===== src/hdl/rgbhsv_pkg.sv =====
// shared constants and types for the rgb to hsv pixel core
package rgbhsv_pkg;

    localparam int CHANNEL_BITS_DEF = 8;
    localparam int Q_BITS = 16;
    localparam int DIV_LANES = 2;
    localparam int LANE_HUE = 0;
    localparam int LANE_SAT = 1;

    typedef enum logic [1:0] {
        SECT_RED,
        SECT_GREEN,
        SECT_BLUE
    } sector_t;

endpackage


===== src/hdl/rgbhsv_divider.sv =====
// two-lane pipelined restoring divider, one quotient bit per stage, fractional quotient
module rgbhsv_divider #(
    parameter int REM_BITS  = rgbhsv_pkg::CHANNEL_BITS_DEF + 3,
    parameter int SIDE_BITS = rgbhsv_pkg::CHANNEL_BITS_DEF + 1
) (
    input  logic                             clk,
    input  logic                             rst_n,
    input  logic                             in_valid,
    output logic                             in_ready,
    input  logic [REM_BITS-1:0]              in_rem [rgbhsv_pkg::DIV_LANES],
    input  logic [REM_BITS-1:0]              in_den [rgbhsv_pkg::DIV_LANES],
    input  logic [SIDE_BITS-1:0]             in_side,
    output logic                             out_valid,
    input  logic                             out_ready,
    output logic [rgbhsv_pkg::Q_BITS-1:0]    out_quo [rgbhsv_pkg::DIV_LANES],
    output logic [SIDE_BITS-1:0]             out_side
);
    import rgbhsv_pkg::*;

    logic [Q_BITS-1:0]    valid_reg;
    logic [Q_BITS:0]      stage_rdy;
    logic [REM_BITS-1:0]  rem_reg  [Q_BITS-1][DIV_LANES];
    logic [REM_BITS-1:0]  den_reg  [Q_BITS-1][DIV_LANES];
    logic [Q_BITS-1:0]    quo_reg  [Q_BITS][DIV_LANES];
    logic [SIDE_BITS-1:0] side_reg [Q_BITS];

    assign stage_rdy[Q_BITS] = out_ready;
    assign in_ready          = stage_rdy[0];

    for (genvar s = 0; s < Q_BITS; s++)
    begin : g_stage
        logic                 valid_src;
        logic [REM_BITS-1:0]  rem_src  [DIV_LANES];
        logic [REM_BITS-1:0]  den_src  [DIV_LANES];
        logic [Q_BITS-1:0]    quo_src  [DIV_LANES];
        logic [SIDE_BITS-1:0] side_src;
        logic [REM_BITS-1:0]  rem_next [DIV_LANES];
        logic [Q_BITS-1:0]    quo_next [DIV_LANES];

        if (s == 0)
        begin : g_first
            always_comb
            begin
                valid_src = in_valid;
                side_src  = in_side;
                for (int l = 0; l < DIV_LANES; l++)
                begin
                    rem_src[l] = in_rem[l];
                    den_src[l] = in_den[l];
                    quo_src[l] = '0;
                end
            end
        end
        else
        begin : g_later
            always_comb
            begin
                valid_src = valid_reg[s-1];
                side_src  = side_reg[s-1];
                for (int l = 0; l < DIV_LANES; l++)
                begin
                    rem_src[l] = rem_reg[s-1][l];
                    den_src[l] = den_reg[s-1][l];
                    quo_src[l] = quo_reg[s-1][l];
                end
            end
        end

        // one restoring step per lane
        always_comb
        begin
            logic [REM_BITS:0] rem2;
            logic [REM_BITS:0] sub;
            logic              take;
            for (int l = 0; l < DIV_LANES; l++)
            begin
                rem2        = {rem_src[l], 1'b0};
                sub         = rem2 - {1'b0, den_src[l]};
                take        = rem2 >= {1'b0, den_src[l]};
                rem_next[l] = take ? sub[REM_BITS-1:0] : rem2[REM_BITS-1:0];
                quo_next[l] = {quo_src[l][Q_BITS-2:0], take};
            end
        end

        assign stage_rdy[s] = !valid_reg[s] || stage_rdy[s+1];

        always_ff @(posedge clk or negedge rst_n)
        begin
            if (!rst_n)
                valid_reg[s] <= 1'b0;
            else if (stage_rdy[s])
                valid_reg[s] <= valid_src;
        end

        always_ff @(posedge clk)
        begin
            if (stage_rdy[s] && valid_src)
            begin
                side_reg[s] <= side_src;
                for (int l = 0; l < DIV_LANES; l++)
                    quo_reg[s][l] <= quo_next[l];
            end
        end

        if (s < Q_BITS - 1)
        begin : g_carry
            always_ff @(posedge clk)
            begin
                if (stage_rdy[s] && valid_src)
                begin
                    for (int l = 0; l < DIV_LANES; l++)
                    begin
                        rem_reg[s][l] <= rem_next[l];
                        den_reg[s][l] <= den_src[l];
                    end
                end
            end
        end
    end

    assign out_valid = valid_reg[Q_BITS-1];
    assign out_side  = side_reg[Q_BITS-1];
    always_comb
    begin
        for (int l = 0; l < DIV_LANES; l++)
            out_quo[l] = quo_reg[Q_BITS-1][l];
    end

endmodule


===== src/hdl/rgb_to_hsv_pixel_core.sv =====
// rgb to hsv pixel converter, fully pipelined, one pixel per clock while the output is not stalled
//
//  channel  | handshake                 | beat fields
//  ---------+---------------------------+-------------------------------
//  pixel    | pixel_valid / pixel_ready | red, green, blue
//  hsv      | hsv_valid / hsv_ready     | hue, saturation, brightness
//
// three front stages (max/min, spread, sector numerator) then a 16-stage divider,
// one quotient bit per stage for hue and saturation side by side. a new beat is
// taken every cycle while the output is not stalled.
// every stage holds while its successor is full and stalled; empty stages
// keep filling, so stalls lose and repeat nothing.
// reset clears only the stage valid bits.
module rgb_to_hsv_pixel_core #(
    parameter int CHANNEL_BITS = rgbhsv_pkg::CHANNEL_BITS_DEF
) (
    input  logic                          clk,
    input  logic                          rst_n,
    input  logic                          pixel_valid,
    output logic                          pixel_ready,
    input  logic [CHANNEL_BITS-1:0]       red,
    input  logic [CHANNEL_BITS-1:0]       green,
    input  logic [CHANNEL_BITS-1:0]       blue,
    output logic                          hsv_valid,
    input  logic                          hsv_ready,
    output logic [rgbhsv_pkg::Q_BITS-1:0] hue,
    output logic [rgbhsv_pkg::Q_BITS-1:0] saturation,
    output logic [CHANNEL_BITS-1:0]       brightness
);
    import rgbhsv_pkg::*;

    localparam int CB        = CHANNEL_BITS;
    localparam int DIFF_BITS = CB + 1;
    localparam int REM_BITS  = CB + 3;
    localparam int NUM_BITS  = CB + 4;
    localparam int SIDE_BITS = CB + 1;

    // stage 1: max, min, sector, cross difference
    logic                        red_top;
    logic                        red_low;
    sector_t                     sector_next;
    logic [CB-1:0]               max_next;
    logic [CB-1:0]               min_next;
    logic signed [DIFF_BITS-1:0] diff_next;

    logic                        s1_valid_reg;
    logic [CB-1:0]               s1_max_reg;
    logic [CB-1:0]               s1_min_reg;
    sector_t                     s1_sector_reg;
    logic signed [DIFF_BITS-1:0] s1_diff_reg;

    logic                        s2_valid_reg;
    logic [CB-1:0]               s2_max_reg;
    logic [CB-1:0]               s2_delta_reg;
    sector_t                     s2_sector_reg;
    logic signed [DIFF_BITS-1:0] s2_diff_reg;

    logic signed [NUM_BITS-1:0]  offset_d;
    logic signed [NUM_BITS-1:0]  num_next;
    logic [REM_BITS-1:0]         six_next;

    logic                        s3_valid_reg;
    logic signed [NUM_BITS-1:0]  s3_num_reg;
    logic [REM_BITS-1:0]         s3_six_reg;
    logic [CB-1:0]               s3_delta_reg;
    logic [CB-1:0]               s3_max_reg;

    logic                        s1_rdy;
    logic                        s2_rdy;
    logic                        s3_rdy;

    logic signed [NUM_BITS-1:0]  num_wrap;
    logic                        delta_zero;
    logic                        max_zero;
    logic                        sat_full;

    logic                        div_in_ready;
    logic [REM_BITS-1:0]         div_rem [DIV_LANES];
    logic [REM_BITS-1:0]         div_den [DIV_LANES];
    logic [SIDE_BITS-1:0]        div_side;
    logic [Q_BITS-1:0]           div_quo [DIV_LANES];
    logic [SIDE_BITS-1:0]        out_side;

    assign s3_rdy      = !s3_valid_reg || div_in_ready;
    assign s2_rdy      = !s2_valid_reg || s3_rdy;
    assign s1_rdy      = !s1_valid_reg || s2_rdy;
    assign pixel_ready = s1_rdy;

    // ties go to red, then green
    assign red_top = (red >= green) && (red >= blue);
    assign red_low = (red <= green) && (red <= blue);

    always_comb
    begin
        priority if (red_top)
        begin
            sector_next = SECT_RED;
            max_next    = red;
            diff_next   = $signed({1'b0, green}) - $signed({1'b0, blue});
        end
        else if (green >= blue)
        begin
            sector_next = SECT_GREEN;
            max_next    = green;
            diff_next   = $signed({1'b0, blue}) - $signed({1'b0, red});
        end
        else
        begin
            sector_next = SECT_BLUE;
            max_next    = blue;
            diff_next   = $signed({1'b0, red}) - $signed({1'b0, green});
        end
    end

    always_comb
    begin
        priority if (red_low)
            min_next = red;
        else if (green <= blue)
            min_next = green;
        else
            min_next = blue;
    end

    always_ff @(posedge clk or negedge rst_n)
    begin
        if (!rst_n)
        begin
            s1_valid_reg <= 1'b0;
            s2_valid_reg <= 1'b0;
            s3_valid_reg <= 1'b0;
        end
        else
        begin
            if (s1_rdy)
                s1_valid_reg <= pixel_valid;
            if (s2_rdy)
                s2_valid_reg <= s1_valid_reg;
            if (s3_rdy)
                s3_valid_reg <= s2_valid_reg;
        end
    end

    always_ff @(posedge clk)
    begin
        if (s1_rdy && pixel_valid)
        begin
            s1_max_reg    <= max_next;
            s1_min_reg    <= min_next;
            s1_sector_reg <= sector_next;
            s1_diff_reg   <= diff_next;
        end
    end

    // stage 2: spread
    always_ff @(posedge clk)
    begin
        if (s2_rdy && s1_valid_reg)
        begin
            s2_max_reg    <= s1_max_reg;
            s2_delta_reg  <= s1_max_reg - s1_min_reg;
            s2_sector_reg <= s1_sector_reg;
            s2_diff_reg   <= s1_diff_reg;
        end
    end

    // stage 3: sector numerator and six times the spread
    always_comb
    begin
        unique case (s2_sector_reg)
            SECT_RED:   offset_d = '0;
            SECT_GREEN: offset_d = $signed(NUM_BITS'(s2_delta_reg) << 1);
            SECT_BLUE:  offset_d = $signed(NUM_BITS'(s2_delta_reg) << 2);
            default:    offset_d = '0;
        endcase
        num_next = offset_d + NUM_BITS'(s2_diff_reg);
        six_next = (REM_BITS'(s2_delta_reg) << 2) + (REM_BITS'(s2_delta_reg) << 1);
    end

    always_ff @(posedge clk)
    begin
        if (s3_rdy && s2_valid_reg)
        begin
            s3_num_reg   <= num_next;
            s3_six_reg   <= six_next;
            s3_delta_reg <= s2_delta_reg;
            s3_max_reg   <= s2_max_reg;
        end
    end

    // wrap negative hue, route special cases to a zero quotient
    assign num_wrap   = s3_num_reg[NUM_BITS-1] ?
                        s3_num_reg + $signed({1'b0, s3_six_reg}) : s3_num_reg;
    assign delta_zero = (s3_delta_reg == '0);
    assign max_zero   = (s3_max_reg == '0);
    assign sat_full   = !max_zero && (s3_delta_reg == s3_max_reg);

    always_comb
    begin
        div_rem[LANE_HUE] = delta_zero ? '0 : num_wrap[REM_BITS-1:0];
        div_den[LANE_HUE] = delta_zero ? REM_BITS'(1) : s3_six_reg;
        div_rem[LANE_SAT] = (max_zero || sat_full) ? '0 : REM_BITS'(s3_delta_reg);
        div_den[LANE_SAT] = (max_zero || sat_full) ? REM_BITS'(1) : REM_BITS'(s3_max_reg);
        div_side          = {sat_full, s3_max_reg};
    end

    rgbhsv_divider #(
        .REM_BITS  (REM_BITS),
        .SIDE_BITS (SIDE_BITS)
    ) u_divider (
        .clk       (clk),
        .rst_n     (rst_n),
        .in_valid  (s3_valid_reg),
        .in_ready  (div_in_ready),
        .in_rem    (div_rem),
        .in_den    (div_den),
        .in_side   (div_side),
        .out_valid (hsv_valid),
        .out_ready (hsv_ready),
        .out_quo   (div_quo),
        .out_side  (out_side)
    );

    assign hue        = div_quo[LANE_HUE];
    assign saturation = div_quo[LANE_SAT] | {Q_BITS{out_side[CB]}};
    assign brightness = out_side[CB-1:0];

endmodule


===== config.mk =====
export PLATFORM = sky130hd
export DESIGN_NAME = rgb_to_hsv_pixel_core
export DESIGN_NICKNAME = d
export VERILOG_FILES = /design/src/hdl/rgbhsv_pkg.sv /design/src/hdl/rgbhsv_divider.sv /design/src/hdl/rgb_to_hsv_pixel_core.sv
export SDC_FILE = /design/constraint.sdc
export NUM_CORES = 2
export LEC_CHECK = 0
export BUFFER_PORTS_ARGS = -buffer_cell sky130_fd_sc_hd__buf_2
export CAP_MARGIN = 30
export CORE_MARGIN = 5
export CORE_UTILIZATION = 31
export CTS_CLUSTER_SIZE = 28
export DETAILED_ROUTE_END_ITERATION = 7
export PLACE_DENSITY = 0.42
export SYNTH_ARGS = -nofsm -noshare
export SYNTH_HDL_FRONTEND = slang
export SYNTH_SLANG_ARGS = --single-unit

===== constraint.sdc =====
create_clock -name clk -period 13.47 [get_ports clk]
set_input_delay 2.694 -clock clk [delete_from_list [all_inputs] [get_ports clk]]
set_output_delay 2.694 -clock clk [all_outputs]
set_load 0.1 [all_outputs]

==> run_results.csv <==
group,metric,value,unit
critical_path,start_kind,"input pin",
synth,ys.flop_type,"edfxtp_1",
critical_path,cp.required,10.78,ns
pwr,p_leak,24.16,nW
clock_network,clk_pin_slew,0.06,ns
critical_path,path_class,"input pin to primary output",
synth,synth-edff-count,1121,
drt,ant_nets,0,
sta,fin_crit_sh,0.6014,
clock_network,cts.sinks,1140,
synth,ys.warnings.count,0,
sta,finalHoldViolations,0,
synth,yosysTopAreaCell,"edfxtp_1",
global_routing,antenna_found_initial,1,
synth,synth_xor_area_frac,0.03751,
global_routing,grt_overflow_total,0,
critical_path,r2r_cells,12,
pwr,p_per_area,236.9,nW/um^2
drt,num_vias,30515,
synth,ys_seq_area_frac,0.6244,
sta,tightest_slew,1.006,ns
synth,synth_compound_area_frac,0.08721,
drt,wire_per_inst,14.74,um
place,place_congestion,0.7728,
place,post_dp_cell_area,58140,sq um
drt,drtIter0Drc,1156,
final_layout,antenna_cells,0,
floorplan,die_y,430.0,um
global_routing,grt_max_degree,75,
clock_network,cts_setup_buffers,0,
synth,synthCells,4176,
synth,synth_cell_types,67,
job,cap_violations,0,
critical_path,setup.worst_path.end,"pixel_ready",
final_layout,drive_gt1_frac,0.1093,
drt,vias_per_cell,4.484,
synth,synth_common_cells,"edfxtp_1 (1121), inv_1 (516), ha_1 (363)",
drt,drt-total-wl,100300,um
clock_network,h-tree-depth,4,
final_layout,largest_reg_flops,329,
hold_path,hold_class,"flop to flop",
drt,drc,0,
critical_path,startpoint,"hsv_ready",
floorplan,coreArea,175700,sq um
sta,rsz0062_at_grt,"no",
place,dpl.hpwl,74060,um
clock_network,ctsResizeCount,0,
synth,syn_area_per_cell,13.09,sq um
floorplan,dieArea,184900,sq um
clock_network,cts_hold_buf,0,
sta,finalCriticalPeriod,8.100,ns
global_routing,grt_util_all_layers,0.1093,
synth,syn_area,54680,sq um
sta,whs,0.3992,ns
sta,max_slew_margin,0.3292,
sta,fin_skew,0.02642,ns
synth,synth_simple_gate_area_share,0.08364,
synth,ys_ff_latch,1140,
sta,finalSetupTns,0,ns
drt,firstDrtPassIters,5,
synth,yosys-top-cells-area,"edfxtp_1 (62%), ha_1 (8.3%), inv_1 (3.5%)",
run_status,status,"complete, no violations",
final_layout,fin_nets,4787,
synth,synthAdderAreaFrac,0.09662,
global_routing,grt_pass1_vias,32089,
clock_network,cts_buffers,137,
critical_path,arrival,5.41,ns
synth,ys_async_sr_fraction,0.01667,
final_layout,area.growth.synth_to_final,14.29,%
place,port_buffers,69,
sta,finalMaxSlewViolations,0,
pwr,p_total,14.81,mW
sta,max_freq,123.5,MHz
floorplan,initial_utilization,0.3111,
final_layout,design_area,62490,sq um
critical_path,cp_max_fo,8,
critical_path,r2r-end,"u_divider.rem_reg[0][1]",
clock_network,clockBufferDepth,3,
final_layout,fill_cells,17084,
synth,netlist.area_leader.share,0.6157,
clock_network,cts_root_buf,"clkbuf_16",
synth,yosys.cell_count.top_type,"edfxtp_1",
clock_network,insertion_delay,0.76,ns
global_routing,grt_pass1_wl,165300,um
synth,synthMuxAreaShare,0.02801,
floorplan,ios,70,
clock_network,cts_tree,"done",
floorplan,num_rows,154,
critical_path,crit_path_end_kind,"primary output",
synth,synth_nets,4604,
floorplan,die_w,430.0,um
sta,setup_violations,0,
synth,synth_top_family_by_area,"adder cells",
critical_path,crit-reg2reg-launch,"s3_max_reg[7]",
critical_path,ff2ff_setup_slack,9.06,ns
pwr,irDropWorstVdd,0.09245,mV
## worst min path at each step
stage / startpoint / depth (start not counted) / to / slack, ns
floorplan: s1_diff_reg[0] / 0 / s2_diff_reg[0] / 0.40
global placement: u_divider.quo_reg[1][112] / 0 / u_divider.quo_reg[1][145] / 0.40
detailed placement: s2_max_reg[0] / 0 / s3_max_reg[0] / 0.40
CTS: u_divider.quo_reg[1][189] / 0 / u_divider.quo_reg[1][222] / 0.39
global route: u_divider.side_reg[1][61] / 0 / u_divider.side_reg[1][70] / 0.42
finish: u_divider.quo_reg[1][189] / 0 / u_divider.quo_reg[1][222] / 0.40
## cells in the final DEF (no fill, tap or decap), types with 64 or more instances in the layout
master and n:
edfxtp_1 1121, inv_1 516, ha_1 363, nand2_1 279
o21ai_0 248, nor2_1 182, xnor2_1 152, clkbuf_16 139
a21oi_1 119, nor2b_1 88, mux2_2 80, xor2_1 79
buf_2 69, o31ai_1 65, nand4_1 64
## critical path, cell delays in order
cell      delay, ns
buf_2          0.11
nand4b_1       0.24
nor2_1         0.49
nand3_1        0.23
nor3_1         0.29
buf_4          0.25
and3_1         0.39
nand3_1        0.15
nor2_1         0.19
inv_1          0.06
buf_2          0.29
## kinds of logic (layout without fill, tap and decap cells)
group           Yosys count  in the layout
flops                  1140           1140
compound gates          742            742
buf+inv                 590            880
xor+xnor                232            232
simple gates            929            929
fa+ha+maj               400            400
mux                     143            143
## cell type report
class / count / area (sq um) / share of cell area
Clock buffer: 173 / 3636 / 0.05819
Clock inverter: 73 / 684.4 / 0.01095
Inverter: 516 / 1937 / 0.03099
Multi-Input combinational cell: 2446 / 18430 / 0.2949
Sequential cell: 1140 / 34140 / 0.5463
Tap cell: 2340 / 2928 / 0.04685
Timing Repair Buffer: 118 / 737.0 / 0.01179
## stage by stage
stage	std cells	util	setup WS (ns)
2_1_floorplan	4176	-	4.919
3_3_place_gp	6543	0.3302	5.281
6_report	6806	0.3556	5.370
3_5_place_dp	6559	0.3309	5.354
4_1_cts	6805	0.3554	5.322
5_1_grt	6806	0.3556	4.996
## layer usage
| metal | part of all wire | track usage |
|---|---|---|
| met1 | 0.41 | 0.1212 |
| met2 | 0.53 | 0.2059 |
| met3 | 0.032 | 0.02229 |
| met4 | 0.028 | 0.03868 |
| met5 | 0.00012 | 0 |
## power breakdown
group	internal [mW]	switching [mW]	total (mW)	leakage [nW]
clock	2.08	1.46	3.53	2.11
sequential	5.46	0.508	5.97	11.1
combinational	2.31	2.99	5.30	10.9
(Power assumes the default switching activity.)
